### src/population_std_deviation_macros.svh
// Assertion macros for the population_std_deviation RTL
`ifndef POPULATION_STD_DEVIATION_MACROS_SVH
`define POPULATION_STD_DEVIATION_MACROS_SVH
`ifndef SYNTH
`define PSD_ASSERT(lbl, expr) \
   lbl: assert property (@(posedge clock) disable iff (reset) (expr)) \
      else $error("psd assertion failed");
`define PSD_ASSERT_IMP(lbl, ante, cons) \
   lbl: assert property (@(posedge clock) disable iff (reset) (ante) |-> (cons)) \
      else $error("psd assertion failed");
`else
`define PSD_ASSERT(lbl, expr)
`define PSD_ASSERT_IMP(lbl, ante, cons)
`endif
`endif

### src/psd_pkg.sv
`timescale 1ns / 1ps
package psd_pkg;
   localparam int DATA_W    = 32;
   localparam int STD_W     = 32;
   localparam int CNT_OUT_W = 7;

   typedef struct packed {
      logic [STD_W-1:0]     std_dev;
      logic [CNT_OUT_W-1:0] sample_count;
      logic                 overflowed;
   } psd_result_type;
endpackage

### src/psd_front.sv
`timescale 1ns / 1ps
module psd_front #(
   parameter int MAX_SAMPLES = 64,
   parameter int AW = 6,
   parameter int CW = 7,
   parameter int SW = 39
) (
   input  logic                        clock,
   input  logic                        reset,
   input  logic                        req_valid,
   output logic                        req_ready,
   input  logic [psd_pkg::DATA_W-1:0]  req_sample,
   input  logic                        req_last_sample,
   output logic                        job_valid,
   input  logic                        job_ready,
   output logic [SW+CW+1:0]            job_data,
   input  logic                        release_bank,
   input  logic [AW:0]                 rd_addr,
   output logic [psd_pkg::DATA_W-1:0]  rd_data
);
   import psd_pkg::*;

   logic [DATA_W-1:0] mem [0:(2**(AW+1))-1];
   logic [DATA_W-1:0] rd_data_ff;
   logic [CW-1:0]     cnt_ff, cnt_in, cnt_nx;
   logic [SW-1:0]     sum_ff, sum_in, sum_nx;
   logic              drop_ff, drop_in, drop_nx;
   logic              bank_ff, bank_in;
   logic [1:0]        jobs_ff, jobs_in;
   logic              accept, full, push;

   assign req_ready = (jobs_ff != 2'd2) && job_ready;
   assign accept    = req_valid && req_ready;
   assign full      = (cnt_ff == CW'(MAX_SAMPLES));
   assign push      = accept && req_last_sample;
   assign job_valid = push;
   assign job_data  = {sum_nx, cnt_nx, drop_nx, bank_ff};
   assign rd_data   = rd_data_ff;

   always_comb begin
      cnt_nx  = full ? cnt_ff : CW'(cnt_ff + 1'b1);
      sum_nx  = full ? sum_ff
                     : SW'(sum_ff + {{(SW-DATA_W){req_sample[DATA_W-1]}}, req_sample});
      drop_nx = drop_ff | full;
      cnt_in  = cnt_ff;
      sum_in  = sum_ff;
      drop_in = drop_ff;
      bank_in = bank_ff;
      if (accept) begin
         if (req_last_sample) begin
            cnt_in  = '0;
            sum_in  = '0;
            drop_in = 1'b0;
            bank_in = ~bank_ff;
         end else begin
            cnt_in  = cnt_nx;
            sum_in  = sum_nx;
            drop_in = drop_nx;
         end
      end
      jobs_in = 2'(jobs_ff + {1'b0, push} - {1'b0, release_bank});
   end

   always_ff @(posedge clock) begin
      if (reset) begin
         cnt_ff  <= '0;
         sum_ff  <= '0;
         drop_ff <= 1'b0;
         bank_ff <= 1'b0;
         jobs_ff <= 2'd0;
      end else begin
         cnt_ff  <= cnt_in;
         sum_ff  <= sum_in;
         drop_ff <= drop_in;
         bank_ff <= bank_in;
         jobs_ff <= jobs_in;
      end
   end

   always_ff @(posedge clock) begin
      if (accept && !full) begin
         mem[{bank_ff, cnt_ff[AW-1:0]}] <= req_sample;
      end
      rd_data_ff <= mem[rd_addr];
   end
endmodule

### config.mk
export PLATFORM = sky130hd
export DESIGN_NAME = psd_front
export DESIGN_NICKNAME = d
export VERILOG_FILES = /design/src/population_std_deviation_macros.svh /design/src/psd_pkg.sv /design/src/psd_front.sv
export SDC_FILE = /design/constraint.sdc
export NUM_CORES = 2
export LEC_CHECK = 0
export BUFFER_PORTS_ARGS = -buffer_cell sky130_fd_sc_hd__clkbuf_2
export CAP_MARGIN = 0
export CORE_UTILIZATION = 50
export DETAILED_ROUTE_END_ITERATION = 12
export MAX_ROUTING_LAYER = met4
export PLACE_DENSITY_LB_ADDON = 0.3
export SLEW_MARGIN = 20
export SYNTH_ARGS = -nofsm -noshare
export SYNTH_HDL_FRONTEND = slang
export SYNTH_SLANG_ARGS = --single-unit
### constraint.sdc
create_clock -name clock -period 5.5 [get_ports clock]
set_clock_uncertainty 0.15 [all_clocks]
set_input_delay 0 -clock clock [delete_from_list [all_inputs] [get_ports clock]]
set_output_delay 0 -clock clock [all_outputs]
set_load 0.05 [all_outputs]
==> impl_metrics.ini <==
[clock_tree]
clock_latency_ps = 970
cts_hold_buf = 72
htreeDepth = 5
post_cts_buffers = 0
cts-root-buf = clkbuf_16
clkTransAtPathRegs_ps = 60
numCtsBuffers = 410
cts.repair.resized = 0
clockBufferDepth = 4
cts_tree = yes
cts_num_sinks = 4178

[die]
initial_core_util_pct = 50.4
chipWidth_um = 569
dieArea_um2 = 323000
coreArea_um2 = 319000
die_y_um = 569
boundaryPins = 127
row_count = 207

[worst_setup_path]
crit_path_end_kind = flip-flop
crit_chain = inv_1 -> a21boi_0 -> and2_1 -> dlygate4sd3_1 -> buf_4 -> nand2_1 -> nor2_1 -> nand3_2 -> buf_12 -> nor2_4
max_stage_delay_ps = 860
cp_data_arrival_time_ps = 5140
cp-start-kind = flip-flop
path_max_fanout = 32
cp_slowest_cell = nor2_4
critPathRequiredTime_ps = 5910
crit_type = reg -> reg

[global_route]
gr-total-overflow = 0
grt_pass1_vias = 73800
grt_pass1_wl_um = 594000
antenna_found_initial = 54
grt_use_total_pct = 27.4
grt_max_degree = 125

[timing]
finalSetupTns_ps = 0
setup_viol = 0
rsz0062_at_grt = no
min_period_over_period_pct = 86.0
worst_pin_slew_ps = 1210
hold_viol = 0
fmax_mhz = 211
slew_headroom_pct = 19.1
finalWorstSetupSlack_ps = 768
period_needed_ps = 4730
drv_slew = 0

[synth]
ys_types = 49
syn_inst = 6554
synth_area_um2 = 160000
ys_ff_latch = 4178
synth-async-reset-ratio_pct = 0
syn_nets = 6642
synth.avg_cell_area_um2 = 24.5
synthFlopType = edfxtp_1
synth-edff-count = 4096
yosysSeqAreaShare_pct = 77.7
synth_warnings = 0

[routing]
num_vias = 76400
drt_iter0_drc = 13000
viasPerCell = 6.58
route.detailed.drc = 0
wl_um = 429000
ant_nets = 0
wire_per_inst_um = 36.9
first_pass_iters = 5

[run_status]
status = finished, final reports clean

[cells_and_area]
area_growth_pct = 14.4
final_util_pct = 57.6
final_common_cell = edfxtp_1
final_cell_mix = edfxtp_1, mux4_2, clkbuf_16
num-fill-cells = 22200
drive_gt1_share_pct = 33.6
finish.net_count = 7148

[place]
pre_cts_ws_ps = 1170
gp_congestion = 0.927
io_buffers = 126
hpwl_um = 262000

[run]
cap_violations = 0

[worst_hold_path]
hold_path_class = in -> reg

[power_and_ir_drop]
p_leak_nw = 56.8
powerDensity_nw_per_um2 = 366
ir_drop_v = 0.000307
[critical path: cells and delay by family (launching register included)]
kind                   cells  cell delay (ps)
flip-flops                 1              330
buffers and inverters      4             1150
AND/OR/NAND/NOR            5             2140
AO/OA/AOI/OAI              1              480
[power by group]
group          internal, mW  switching (mW)
registers              35.0           0.109
clock network          15.8            12.1
logic                  1.41            2.76
[stage by stage]
step	std cells	power, mW	area (um^2)	hold WS, ps
CTS	11500	67.4	183000	0.273
floorplan	6554	37.9	160000	-51.1
finish	11600	67.2	184000	21.2
detailed placement	10700	39.9	169000	176
global placement	10700	39.8	168000	177
global route	11600	68.7	184000	27.2
[kinds of logic after synthesis]
logic type | share of synthesized area (%)
flops | 77.7
xor+xnor | 0.235
compound gates | 0.751
mux | 19.2
fa+ha+maj | 0.340
buf+inv | 0.906
simple gates | 0.938
[state kept, by name (all words and copies together), names as in the netlist]
| register | count |
|---|---|
| mem | 4096 |
| rd_data | 32 |
| sum_ff | 39 |
| jobs_ff | 2 |
| bank_ff | 1 |
| cnt_ff | 7 |
| drop_ff | 1 |
[worst paths after layout]
kind | startpoint | end | slack, ps | cells after the start
worst max-delay path | jobs_ff[0]$_SDFF_PP0_ | mem[107][14]$_DFFE_PP_ | 770 | 10
worst min-delay path | req_sample[19] | mem[113][19]$_DFFE_PP_ | 20 | 2
worst max register to register | jobs_ff[0]$_SDFF_PP0_ | mem[107][14]$_DFFE_PP_ | 770 | 10
worst min register to register | sum_ff[36]$_SDFFE_PP0P_ | sum_ff[36]$_SDFFE_PP0P_ | 370 | 1
[routing by layer]
layer  global-route usage, %  vias up  share of wire [%]
met2                    39.4     5039                 46
li1                        -    29500                  -
met5                       -        -                  0
met4                    7.85        0                3.3
met1                    40.3    41200                 38
met3                    5.18      602                 13
[synthesized netlist by cell type, drive strengths merged, types with 10 or more instances]
cell type / instances / area (um^2)
buf: 147 / 662
a21oi: 45 / 225
a22o: 23 / 201
dfxtp: 82 / 1640
nor2: 193 / 724
nor3: 10 / 50.1
nand3: 19 / 95.1
a21o: 14 / 105
o21ai: 25 / 125
clkbuf: 202 / 758
ha: 42 / 526
mux2: 43 / 484
xnor2: 28 / 245
xor2: 15 / 131
a22oi: 21 / 158
nand2: 110 / 413
edfxtp: 4096 / 123000
mux4: 1344 / 30300
[final cells by class]
class	instances	area [um^2]	area share [%]
sequential	4178	125000	67.9
multi-input combinational	2018	35400	19.3
inverter	9	33.8	0.0184
clock inverter	243	2540	1.38
antenna	35	87.6	0.0477
clock buffer	510	10800	5.88
tap	4180	5230	2.85
timing repair buffer	443	4910	2.68
(Power assumes the default switching activity.)
