$ cat src/population_std_deviation_macros.svh
// Assertion macros for the population_std_deviation RTL
`ifndef POPULATION_STD_DEVIATION_MACROS_SVH
`define POPULATION_STD_DEVIATION_MACROS_SVH
`ifndef SYNTH
`define PSD_ASSERT(lbl, expr) \
   lbl: assert property (@(posedge clock) disable iff (reset) (expr)) \
      else $error("psd assertion failed");
`define PSD_ASSERT_IMP(lbl, ante, cons) \
   lbl: assert property (@(posedge clock) disable iff (reset) (ante) |-> (cons)) \
      else $error("psd assertion failed");
`else
`define PSD_ASSERT(lbl, expr)
`define PSD_ASSERT_IMP(lbl, ante, cons)
`endif
`endif

$ cat src/psd_fifo.sv
`timescale 1ns / 1ps
module psd_fifo #(
   parameter int W = 48
) (
   input  logic         clock,
   input  logic         reset,
   input  logic         in_valid,
   output logic         in_ready,
   input  logic [W-1:0] in_data,
   output logic         out_valid,
   input  logic         out_ready,
   output logic [W-1:0] out_data,
   output logic [1:0]   count
);
   logic [W-1:0] mem_ff [0:1];
   logic         wp_ff, wp_in, rp_ff, rp_in;
   logic [1:0]   cnt_ff, cnt_in;
   logic         push, pop;

   assign in_ready  = (cnt_ff != 2'd2);
   assign out_valid = (cnt_ff != 2'd0);
   assign out_data  = mem_ff[rp_ff];
   assign count     = cnt_ff;
   assign push      = in_valid && in_ready;
   assign pop       = out_valid && out_ready;

   always_comb begin
      wp_in  = push ? ~wp_ff : wp_ff;
      rp_in  = pop ? ~rp_ff : rp_ff;
      cnt_in = 2'(cnt_ff + {1'b0, push} - {1'b0, pop});
   end

   always_ff @(posedge clock) begin
      if (reset) begin
         wp_ff  <= 1'b0;
         rp_ff  <= 1'b0;
         cnt_ff <= 2'd0;
      end else begin
         wp_ff  <= wp_in;
         rp_ff  <= rp_in;
         cnt_ff <= cnt_in;
      end
   end

   always_ff @(posedge clock) begin
      if (push) begin
         mem_ff[wp_ff] <= in_data;
      end
   end
endmodule

$ cat config.mk
export PLATFORM = sky130hd
export DESIGN_NAME = psd_fifo
export DESIGN_NICKNAME = d
export VERILOG_FILES = /design/src/population_std_deviation_macros.svh /design/src/psd_fifo.sv
export SDC_FILE = /design/constraint.sdc
export NUM_CORES = 1
export LEC_CHECK = 0
export ABC_AREA = 1
export BUFFER_PORTS_ARGS = -buffer_cell sky130_fd_sc_hd__buf_2
export CORE_AREA = 2 2 108 78
export DETAILED_ROUTE_END_ITERATION = 6
export DIE_AREA = 0 0 110 80
export PLACE_DENSITY = 0.71
export SLEW_MARGIN = 20
export SYNTH_ARGS = -nofsm -noshare
export SYNTH_HDL_FRONTEND = slang
export SYNTH_SLANG_ARGS = --single-unit
$ cat constraint.sdc
create_clock -name clock -period 8.27 [get_ports clock]
set_input_delay 0.4135 -clock clock [delete_from_list [all_inputs] [get_ports clock]]
set_output_delay 0.4135 -clock clock [all_outputs]
set_load 0.02 [all_outputs]
==> metrics.txt <==
# TYPE chip_impl_metric gauge
chip_impl_info{name="status",value="finished, final reports clean"} 1
chip_impl_metric{name="grt_pass1_vias",unit=""} 1939
chip_impl_metric{name="io_pins",unit=""} 104
chip_impl_info{name="startpoint_type",value="flop"} 1
chip_impl_metric{name="first_pass_iters",unit=""} 4
chip_impl_metric{name="avgSynthCellArea",unit="sq um"} 20.4
chip_impl_metric{name="syn2layout_area_growth",unit="%"} 22.5
chip_impl_metric{name="count_of_cell_types_in_the_netlist",unit=""} 12
chip_impl_metric{name="chipHeight",unit="um"} 80
chip_impl_metric{name="fp.dieW",unit="um"} 110
chip_impl_metric{name="floorplan.rows",unit=""} 27
chip_impl_metric{name="worstPathBufferInverterCount",unit=""} 2
chip_impl_info{name="mostFrequentLayoutCells",value="buf_2, edfxtp_1, mux2_2, mux2_4, clkbuf_8"} 1
chip_impl_metric{name="hold_buffers",unit=""} 0
chip_impl_metric{name="cts_setup_buffers",unit=""} 0
chip_impl_metric{name="route.detailed.wl_per_inst",unit="um"} 15.1
chip_impl_info{name="cpMaxStageDelayCell",value="buf_4"} 1
chip_impl_info{name="worstSetupEndpointType",value="output port"} 1
chip_impl_metric{name="port_buffer_cells",unit=""} 103
chip_impl_metric{name="netlist_instances",unit=""} 186
chip_impl_metric{name="finalHoldWorstSlack",unit="ns"} 0.229
chip_impl_metric{name="global_route.overflow_total",unit=""} 0
chip_impl_metric{name="final_layout_size_suffix_gt1_share",unit="%"} 56.3
chip_impl_metric{name="grt_pass1_wl",unit="um"} 9280
chip_impl_metric{name="setup_slack",unit="ns"} 6.00
chip_impl_metric{name="postCtsResizedCells",unit=""} 0
chip_impl_info{name="most_common_cell_after_layout_fill_and_taps_aside",value="buf_2"} 1
chip_impl_metric{name="worst_setup_hold_path_clk_slew",unit="ns"} 0.09
chip_impl_metric{name="drc_errors",unit=""} 0
chip_impl_metric{name="ir_worst_vdd",unit="uV"} 194
chip_impl_metric{name="fp.dieArea",unit="sq um"} 8800
chip_impl_metric{name="antenna_found_initial",unit=""} 0
chip_impl_metric{name="crit_path_max_fanout",unit=""} 48
chip_impl_metric{name="timing.reg2reg.worst_path_depth",unit=""} 3
chip_impl_metric{name="post-route-period-util",unit="%"} 27.5
chip_impl_metric{name="finalNetCount",unit=""} 351
chip_impl_metric{name="placement.setup.worst_slack",unit="ns"} 6.33
chip_impl_info{name="hold_end",value="count[0]$_SDFF_PP0_"} 1
chip_impl_metric{name="post_dp_hpwl",unit="um"} 3900
chip_impl_metric{name="timing.hold.worst_path_depth",unit=""} 2
chip_impl_metric{name="antenna_fix_cells",unit=""} 0
chip_impl_metric{name="clk_path_buf_depth",unit=""} 2
chip_impl_metric{name="power",unit="mW"} 1.42
chip_impl_metric{name="finish.instance_area",unit="sq um"} 4640
chip_impl_metric{name="yosys_register_bits",unit=""} 101
chip_impl_metric{name="via_per_inst",unit=""} 4.78
chip_impl_info{name="timing.hold.worst.class",value="in2reg"} 1
chip_impl_metric{name="post-route-min-period",unit="ns"} 2.27
chip_impl_metric{name="total_leakage_power",unit="nW"} 1.82
chip_impl_metric{name="drt_iter0_drcs",unit=""} 77
chip_impl_info{name="crit_chain",value="buf_4, mux2_2, buf_2"} 1
chip_impl_metric{name="worst-slew-pin-transition",unit="ns"} 0.854
chip_impl_metric{name="clkSinkCount",unit=""} 101
chip_impl_metric{name="final_hold_vio_count",unit=""} 0
chip_impl_metric{name="place_area",unit="sq um"} 4410
chip_impl_metric{name="post_synth_instance_area",unit="sq um"} 3790
chip_impl_metric{name="grt_max_degree",unit=""} 49
chip_impl_metric{name="skew_pair_late_insertion_delay",unit="ns"} 0.35
chip_impl_metric{name="achievable-frequency",unit="MHz"} 440
chip_impl_metric{name="total_track_usage",unit="%"} 14.5
chip_impl_metric{name="multiInputGateArea",unit="sq um"} 737
chip_impl_metric{name="timing.critical_path.required",unit="ns"} 7.86
chip_impl_metric{name="post_detailed_routing_wire_length",unit="um"} 6090
chip_impl_metric{name="setup-violations-final",unit=""} 0
chip_impl_metric{name="final_max_slew_viol_count",unit=""} 0
chip_impl_info{name="worst_hold_startpoint",value="reset"} 1
chip_impl_metric{name="register_area",unit="sq um"} 2980
chip_impl_info{name="cts_tree",value="built"} 1
chip_impl_metric{name="setup.reg_to_reg.worst_slack",unit="ns"} 6.35
chip_impl_metric{name="setup_total_negative_slack",unit="ns"} 0
chip_impl_info{name="critical_path.top_delay_family",value="buffers and inverters"} 1
chip_impl_metric{name="via_count",unit=""} 1925
chip_impl_metric{name="critPathArrivalTime",unit="ns"} 1.86
chip_impl_metric{name="nFillCells",unit=""} 624
chip_impl_metric{name="fin_skew",unit="ns"} 0.00945
chip_impl_metric{name="floorplan.core_area",unit="sq um"} 7740
chip_impl_metric{name="tritoncts.num_buffers",unit=""} 9
chip_impl_metric{name="timing.critical_path.slowest_cell_delay",unit="ns"} 0.60
chip_impl_metric{name="synth-warning-count",unit=""} 0
chip_impl_metric{name="globalplace.congestion",unit=""} 0.722
chip_impl_metric{name="floorplan.initialDensity",unit="%"} 48.9
chip_impl_info{name="rsz_0062_raised_after_global_routing",value="false"} 1
chip_impl_info{name="worst_r2r_endpoint",value="mem_ff[1][18]$_DFFE_PP_"} 1
chip_impl_metric{name="mappedNetlistNets",unit=""} 240
chip_impl_metric{name="total_power_divided_by_cell_area",unit="nW/um^2"} 306
chip_impl_info{name="ctsRootBufferMaster",value="clkbuf_8"} 1
chip_impl_metric{name="timing.max_slew.rel_slack",unit="%"} 43.0
chip_impl_info{name="rr_startpoint",value="count[1]$_SDFF_PP0_"} 1
chip_impl_info{name="critPathKind",value="reg2out"} 1
chip_impl_metric{name="drv.max_cap_violation_count",unit=""} 0
chip_impl_metric{name="ys_seq_area_share",unit="%"} 78.8
chip_impl_metric{name="post_route_antenna_net_violation_count",unit=""} 0
chip_impl_metric{name="cts.htree.levels",unit=""} 3
synthesized netlist by cell type:
library cell  instances  area [sq um]
inv_1                 8          30.0
nand3_1               3          15.0
buf_2                 2          10.0
mux2_4               20           300
ha_1                  2          25.0
nor2_1                9          33.8
dfxtp_1               5           100
buf_6                 3          33.8
a21oi_1               2          10.0
mux2_2               28           315
edfxtp_1             96          2880
nand2_1               8          30.0
final cells by class:
cell class | count | area share [%]
flip-flops and latches | 101 | 64.4
repair buffers | 105 | 11.4
inverters | 8 | 0.675
multi-input cells | 72 | 15.9
well taps | 101 | 2.73
clock inverters | 3 | 1.48
clock buffers | 13 | 3.43
logic make-up after synthesis:
group | count (synthesis) | share of synthesized area (%)
flip-flops | 101 | 78.8
AND/OR/NAND/NOR | 20 | 2.08
multiplexers | 48 | 16.3
buffers and inverters | 13 | 1.95
AO/OA/AOI/OAI | 2 | 0.264
adder cells (fa/ha/maj) | 2 | 0.661
metrics by stage:
stage	util, %	cells
detailed placement	57.0	387
global route	59.9	403
finish	59.9	403
global placement	57.0	387
CTS	59.9	403
floorplan	-	186
per-layer routing:
layer	global-route usage, %	routed length [um]	up-vias
li1	-	-	930
met1	19.5	2780	915
met2	22.3	2780	75
met3	5.63	482	5
met4	3.42	48	0
met5	0	0	-
where the power goes:
group / total, mW / internal (mW) / switching, mW
clock network: 0.339 / 0.188 / 0.151
logic: 0.411 / 0.166 / 0.246
registers: 0.670 / 0.648 / 0.0222
total: 1.42 / 1.00 / 0.419
flip-flops by register name, indices dropped and copies added (netlist names), named ones only:
name and flops:
rp_ff 1, wp_ff 1, count 2, mem_ff 96
worst register-to-register path, delay by kind of cell (launching register included):
kind	cells	cell delay [ns]
buffers and inverters	1	0.67
flip-flops	1	0.43
AND/OR/NAND/NOR	2	0.29
worst max path at each step:
stage | to | slack (ns) | cells past startpoint
after CTS | out_data[9] | 5.96 | 3
after floorplan | mem_ff[0][0]$_DFFE_PP_ | 4.92 | 4
after detailed placement | mem_ff[1][39]$_DFFE_PP_ | 6.33 | 4
after global routing | out_data[18] | 5.88 | 3
final | out_data[18] | 6.00 | 3
after global placement | out_data[18] | 6.35 | 3
(Power assumes the default switching activity.)
