**src/population_std_deviation_macros.svh**
```systemverilog
// Assertion macros for the population_std_deviation RTL
`ifndef POPULATION_STD_DEVIATION_MACROS_SVH
`define POPULATION_STD_DEVIATION_MACROS_SVH
`ifndef SYNTH
`define PSD_ASSERT(lbl, expr) \
   lbl: assert property (@(posedge clock) disable iff (reset) (expr)) \
      else $error("psd assertion failed");
`define PSD_ASSERT_IMP(lbl, ante, cons) \
   lbl: assert property (@(posedge clock) disable iff (reset) (ante) |-> (cons)) \
      else $error("psd assertion failed");
`else
`define PSD_ASSERT(lbl, expr)
`define PSD_ASSERT_IMP(lbl, ante, cons)
`endif
`endif

```
**src/psd_pkg.sv**
```systemverilog
`timescale 1ns / 1ps
package psd_pkg;
   localparam int DATA_W    = 32;
   localparam int STD_W     = 32;
   localparam int CNT_OUT_W = 7;

   typedef struct packed {
      logic [STD_W-1:0]     std_dev;
      logic [CNT_OUT_W-1:0] sample_count;
      logic                 overflowed;
   } psd_result_type;
endpackage

```
**src/psd_div.sv**
```systemverilog
`timescale 1ns / 1ps
module psd_div #(
   parameter int DW = 71,
   parameter int NW = 7
) (
   input  logic          clock,
   input  logic          reset,
   input  logic          start,
   input  logic [DW-1:0] dividend,
   input  logic [NW-1:0] divisor,
   output logic          done,
   output logic [DW-1:0] quot,
   output logic [NW-1:0] rem
);
   localparam int KW = $clog2(DW + 1);

   logic [DW-1:0] q_ff;
   logic [NW-1:0] r_ff, d_ff;
   logic [KW-1:0] cnt_ff;
   logic          run_ff, done_ff;
   logic [NW:0]   shifted, diff;
   logic          ge;

   assign shifted = {r_ff, q_ff[DW-1]};
   assign ge      = (shifted >= {1'b0, d_ff});
   assign diff    = shifted - {1'b0, d_ff};
   assign done    = done_ff;
   assign quot    = q_ff;
   assign rem     = r_ff;

   always_ff @(posedge clock) begin
      if (reset) begin
         run_ff  <= 1'b0;
         done_ff <= 1'b0;
         cnt_ff  <= '0;
      end else begin
         done_ff <= 1'b0;
         if (start) begin
            run_ff <= 1'b1;
            cnt_ff <= KW'(DW);
         end else if (run_ff) begin
            cnt_ff <= KW'(cnt_ff - 1'b1);
            if (cnt_ff == KW'(1)) begin
               run_ff  <= 1'b0;
               done_ff <= 1'b1;
            end
         end
      end
   end

   always_ff @(posedge clock) begin
      if (start) begin
         q_ff <= dividend;
         r_ff <= '0;
         d_ff <= divisor;
      end else if (run_ff) begin
         r_ff <= ge ? diff[NW-1:0] : shifted[NW-1:0];
         q_ff <= {q_ff[DW-2:0], ge};
      end
   end
endmodule

```
**src/psd_back.sv**
```systemverilog
`timescale 1ns / 1ps
module psd_back #(
   parameter int AW = 6,
   parameter int CW = 7,
   parameter int SW = 39,
   parameter int DW = 71
) (
   input  logic                        clock,
   input  logic                        reset,
   input  logic                        job_valid,
   output logic                        job_ready,
   input  logic [SW+CW+1:0]            job_data,
   output logic                        release_bank,
   output logic [AW:0]                 rd_addr,
   input  logic [psd_pkg::DATA_W-1:0]  rd_data,
   output logic                        rsp_valid,
   input  logic                        rsp_ready,
   output psd_pkg::psd_result_type     rsp_result
);
   import psd_pkg::*;

   localparam logic [2:0] ST_IDLE = 3'd0;
   localparam logic [2:0] ST_MEAN = 3'd1;
   localparam logic [2:0] ST_PASS = 3'd2;
   localparam logic [2:0] ST_VAR  = 3'd3;
   localparam logic [2:0] ST_SQRT = 3'd4;
   localparam logic [2:0] ST_DONE = 3'd5;

   logic [2:0]     state_ff, state_in;
   logic           neg_ff, drop_ff, bank_ff;
   logic [CW-1:0]  n_ff, idx_ff;
   logic [32:0]    mean_ff;
   logic           p0_ff, p1_ff, p2_ff;
   logic [31:0]    m_ff;
   logic [63:0]    sq_ff;
   logic [DW-1:0]  acc_ff;
   logic [63:0]    v_ff, res_ff, bit_ff;
   logic           out_valid_ff, out_valid_in;
   psd_result_type out_ff;

   logic [SW-1:0]  j_sum, j_mag;
   logic [CW-1:0]  j_n;
   logic           j_drop, j_bank, pop, issue, pass_end, load_out;
   logic           div_start, div_done;
   logic [DW-1:0]  div_num, div_quot;
   logic [CW-1:0]  div_den, div_rem;
   logic [33:0]    qs, mean34, diff, mag;
   logic [63:0]    trial;

   assign {j_sum, j_n, j_drop, j_bank} = job_data;
   assign j_mag     = j_sum[SW-1] ? SW'(~j_sum + 1'b1) : j_sum;
   assign job_ready = (state_ff == ST_IDLE);
   assign pop       = job_valid && job_ready;
   assign issue     = (state_ff == ST_PASS) && (idx_ff != n_ff);
   assign pass_end  = (state_ff == ST_PASS) && (idx_ff == n_ff) && !p0_ff && !p1_ff && !p2_ff;
   assign release_bank = pass_end;
   assign rd_addr   = {bank_ff, idx_ff[AW-1:0]};
   assign load_out  = (state_ff == ST_DONE) && (!out_valid_ff || rsp_ready);
   assign div_start = pop || pass_end;
   assign div_num   = (state_ff == ST_IDLE) ? {{(DW-SW){1'b0}}, j_mag} : acc_ff;
   assign div_den   = (state_ff == ST_IDLE) ? j_n : n_ff;
   assign rsp_valid  = out_valid_ff;
   assign rsp_result = out_ff;

   psd_div #(.DW(DW), .NW(CW)) u_div (
      .clock    (clock),
      .reset    (reset),
      .start    (div_start),
      .dividend (div_num),
      .divisor  (div_den),
      .done     (div_done),
      .quot     (div_quot),
      .rem      (div_rem)
   );

   always_comb begin
      qs     = {1'b0, div_quot[32:0]};
      mean34 = neg_ff ? 34'(-qs - {33'd0, (div_rem != '0)}) : qs;
      diff   = 34'({{2{rd_data[31]}}, rd_data} - {mean_ff[32], mean_ff});
      mag    = diff[33] ? 34'(-diff) : diff;
      trial  = res_ff + bit_ff;
   end

   always_comb begin
      state_in = state_ff;
      unique case (state_ff)
         ST_IDLE: if (pop) state_in = ST_MEAN;
         ST_MEAN: if (div_done) state_in = ST_PASS;
         ST_PASS: if (pass_end) state_in = ST_VAR;
         ST_VAR:  if (div_done) state_in = ST_SQRT;
         ST_SQRT: if (bit_ff == 64'd0) state_in = ST_DONE;
         ST_DONE: if (load_out) state_in = ST_IDLE;
         default: state_in = ST_IDLE;
      endcase
      out_valid_in = load_out ? 1'b1 : (rsp_ready ? 1'b0 : out_valid_ff);
   end

   always_ff @(posedge clock) begin
      if (reset) begin
         state_ff     <= ST_IDLE;
         out_valid_ff <= 1'b0;
         p0_ff        <= 1'b0;
         p1_ff        <= 1'b0;
         p2_ff        <= 1'b0;
      end else begin
         state_ff     <= state_in;
         out_valid_ff <= out_valid_in;
         p0_ff        <= issue;
         p1_ff        <= p0_ff;
         p2_ff        <= p1_ff;
      end
   end

   always_ff @(posedge clock) begin
      if (pop) begin
         neg_ff  <= j_sum[SW-1];
         n_ff    <= j_n;
         drop_ff <= j_drop;
         bank_ff <= j_bank;
         acc_ff  <= '0;
      end
      if ((state_ff == ST_MEAN) && div_done) begin
         mean_ff <= mean34[32:0];
         idx_ff  <= '0;
      end
      if (issue) begin
         idx_ff <= CW'(idx_ff + 1'b1);
      end
      if (p0_ff) begin
         m_ff <= mag[31:0];
      end
      if (p1_ff) begin
         sq_ff <= m_ff * m_ff;
      end
      if (p2_ff) begin
         acc_ff <= DW'(acc_ff + {{(DW-64){1'b0}}, sq_ff});
      end
      if ((state_ff == ST_VAR) && div_done) begin
         v_ff   <= div_quot[63:0];
         res_ff <= 64'd0;
         bit_ff <= 64'd1 << 62;
      end
      if ((state_ff == ST_SQRT) && (bit_ff != 64'd0)) begin
         if (v_ff >= trial) begin
            v_ff   <= v_ff - trial;
            res_ff <= (res_ff >> 1) + bit_ff;
         end else begin
            res_ff <= res_ff >> 1;
         end
         bit_ff <= bit_ff >> 2;
      end
      if (load_out) begin
         out_ff.std_dev      <= res_ff[31:0];
         out_ff.sample_count <= CNT_OUT_W'(n_ff);
         out_ff.overflowed   <= drop_ff;
      end
   end
endmodule

```
**config.mk**
```make
export PLATFORM = sky130hd
export DESIGN_NAME = psd_back
export DESIGN_NICKNAME = d
export VERILOG_FILES = /design/src/population_std_deviation_macros.svh /design/src/psd_pkg.sv /design/src/psd_div.sv /design/src/psd_back.sv
export SDC_FILE = /design/constraint.sdc
export NUM_CORES = 2
export LEC_CHECK = 0
export BUFFER_PORTS_ARGS = -buffer_cell sky130_fd_sc_hd__buf_2
export CAP_MARGIN = 20
export CORE_UTILIZATION = 30
export CTS_CLUSTER_DIAMETER = 150
export CTS_CLUSTER_SIZE = 20
export DETAILED_ROUTE_END_ITERATION = 7
export PLACE_DENSITY_LB_ADDON = 0.25
export SETUP_SLACK_MARGIN = 0.1
export SYNTH_ARGS = -nofsm -noshare
export SYNTH_HDL_FRONTEND = slang
export SYNTH_HIERARCHICAL = 1
export SYNTH_SLANG_ARGS = --single-unit
```
**constraint.sdc**
```tcl
create_clock -name clock -period 19.5 [get_ports clock]
set_input_delay 0.975 -clock clock [delete_from_list [all_inputs] [get_ports clock]]
set_output_delay 0.975 -clock clock [all_outputs]
set_load 0.03 [all_outputs]
```
==> flow_summary.toml <==
[yosys]
yosys_most_used_dff = "edfxtp_1"
netlist_area_um2 = 66800
syn-num-nets = 8663
synth_compound_area_frac = 0.136
ys_types = 91
netlist_top_cells_area = "fa_1 (24%), edfxtp_1 (19%), ha_1 (11%)"
yosysWarnings = 6
yosys.area_share.simple = 0.137
yosysTopAreaCell = "fa_1"
synth_top_area_frac = 0.238
synth_fa_ha_area_frac = 0.345
ys_seq_area_frac = 0.219
synthCells = 7213
synth_enable_flop_cells = 429
ys_top_cells_by_count = "inv_1 (1125), fa_1 (795), nand2_1 (671)"
ys_seq_elements = 517
synth_most_common_cell = "inv_1"
synthArstFlopShare = 0
synth_xor_area_frac = 0.0612
synth_top_family_by_area = "adder cells"
avgSynthCellArea_um2 = 9.26
muxShareOfSynthArea = 0.0205

[floorplan]
die_area_um2 = 225000
rows = 172
die_y_um = 474
start_util = 0.303
die_x_um = 474
pin_count = 134
core-area_um2 = 221000

[final_layout]
area_growth_pct = 6.85
multi_input_area_um2 = 46800
num-nets-final = 8583
final_area_um2 = 71400
regArea_um2 = 14600
fill_cells = 23000
drive_gt1_frac = 0.0561

[clock_tree]
clk_pin_slew_ns = 0.10
cts_tree = "built"
clock-sinks = 517
cts_buffer_depth = 3
ctsResizeCount = 0
clock_latency_ns = 0.66
hold_buffers = 0
post_cts_buffers = 0
cts-htree-levels = 1
cts-root-buf = "clkbuf_16"
cts_buffers = 30

[timing]
slew_violations = 0
tns_ns = 0
fmax_mhz = 106
worstMarginPinSlew_ns = 1.04
hold_viol = 0
period_share = 0.483
worst_slew_margin_rel = 0.304
skew_ns = 0.0578
layout_min_cycle_time_ns = 9.41
rsz0062_at_grt = "false"
setup_slack_ns = 10.09
setup_violations = 0

[placed_design]
preCtsSetupSlack_ns = 10.09
globalplace.congestion = 0.880
dpl_cell_area_um2 = 70500
place.detailed.hpwl_mm = 152
numPortBuffers = 133

[global_routing]
use_met3 = 0.00962
grt_pass1_wl_mm = 304
grt_util_met1 = 0.233
antenna_found_initial = 11
met2_usage = 0.300
grt_max_degree = 87
grt_usage = 0.171
top_usage_layer = "met2"
gr-total-overflow = 0
grt_pass1_vias = 52400

[routing]
drt-total-wl_mm = 192
viasPerCell = 4.99
first_pass_iters = 6
postRouteAntennaNets = 0
drc_errors = 0
drt-wirelength-per-cell_um = 19.0
num_vias = 50500
drtIter0Drc = 3613

[power]
cellLeakagePower_nw = 32.7
total_power_mw = 3.10
ir_worst_vdd_mv = 0.0756
p_per_area_nw_per_um2 = 43.4

[flow_run]
drv_cap = 0

[critical_path]
crit_path_end_kind = "register"
crit_type = "reg2reg"
cp_max_fo = 27
reg2regPathDepth = 27
arrival_ns = 9.77
start_kind = "register"
crit_required_ns = 19.86

[status]
status = "finished, final reports clean"

[hold_path]
hold_path_depth = 0
hold_class = "reg2reg"
## layout by cell type, fill, tap and decap left out, drive strengths merged, types with 44 or more instances in the layout
cell | synthesis | layout
xor2 | 218 | 218
a211oi | 54 | 54
inv | 1126 | 1127
nor2b | 49 | 49
clkbuf | 279 | 44
nand3 | 80 | 80
a31oi | 101 | 101
nor2 | 404 | 404
o21ai | 349 | 349
and2 | 325 | 325
buf | 26 | 193
o21bai | 72 | 72
a21oi | 346 | 346
mux2 | 86 | 86
nand2 | 671 | 671
nand4 | 87 | 87
a21o | 211 | 211
xnor2 | 249 | 249
nor3 | 55 | 55
ha | 571 | 571
edfxtp | 429 | 429
dfxtp | 88 | 88
fa | 795 | 795
## area by class of cell
type                       instances  share of cell area
tap                             2958              0.0518
timing repair buffer             193              0.0161
clock buffer                      44              0.0113
clock inverter                     4            0.000631
inverter                        1126              0.0592
sequential                       517               0.205
antenna                            4            0.000140
multi-input combinational       5265               0.656
## worst paths after layout
path	from	to	slack, ns
worst min register to register	drop_ff	rsp_result[0]	0.45
worst max register to register	m_ff[16]	sq_ff[63]	10.09
worst min-delay path	drop_ff	rsp_result[0]	0.45
worst max-delay path	m_ff[16]	sq_ff[63]	10.09
## sequential cells by signal, indices dropped and copies added (netlist names), 3 cells and up
| signal | flops |
|---|---|
| acc_ff | 71 |
| bit_ff | 32 |
| idx_ff | 7 |
| m_ff | 32 |
| mean_ff | 33 |
| n_ff | 7 |
| res_ff | 64 |
| rsp_result | 40 |
| sq_ff | 63 |
| state_ff | 3 |
| u_div/cnt_ff | 7 |
| u_div/d_ff | 7 |
| u_div/quot | 71 |
| u_div/rem | 7 |
| v_ff | 64 |
## through the flow
step                       util  hold WS [ns]  std cells
after floorplan               -         0.400       7213
after global placement    0.320         0.420      10100
after detailed placement  0.320         0.407      10100
after CTS                 0.323         0.440      10100
after global routing      0.324         0.453      10100
final                     0.324         0.446      10100
## layer usage
metal,vias to the layer above,share of wire
li1,23900,-
met1,25400,0.45
met2,1114,0.49
met3,164,0.038
met4,2,0.019
met5,-,0.000031
## critical path, cell delays in order (launching register included)
cell	delay [ns]
edfxtp_1	0.37
buf_4	0.27
inv_1	0.42
nor2_1	0.13
fa_1	0.63
inv_1	0.08
fa_1	0.53
inv_1	0.06
fa_1	0.51
fa_1	0.58
fa_1	0.44
fa_1	0.48
fa_1	0.50
inv_1	0.05
fa_1	0.48
inv_1	0.04
ha_1	0.40
and4_1	0.31
and3_1	0.22
and3_1	0.20
a221oi_1	0.27
o21ai_1	0.28
o31ai_1	0.62
o31ai_1	0.20
or4b_1	0.53
a31o_2	0.26
a21oi_1	0.16
xnor2_1	0.07
## where the power goes
group / switching, mW / internal [mW] / total [mW] / leakage (nW)
combinational: 0.662 / 0.428 / 1.09 / 27.7
sequential: 0.0428 / 1.28 / 1.33 / 4.68
clock: 0.396 / 0.288 / 0.685 / 0.406
total: 1.10 / 2.00 / 3.10 / 32.7
## cell families (layout without fill, tap and decap cells)
logic type | Yosys count | in the layout
and+or+nand+nor | 1888 | 1888
xor gates and xnor gates | 467 | 467
muxes | 126 | 126
adders and majority gates | 1366 | 1366
DFF | 517 | 517
AOI/OAI and AO/OA | 1418 | 1418
other | 0 | 4
buffers and inverters | 1431 | 1367
No activity file was read; power rests on OpenSTA's default activity.
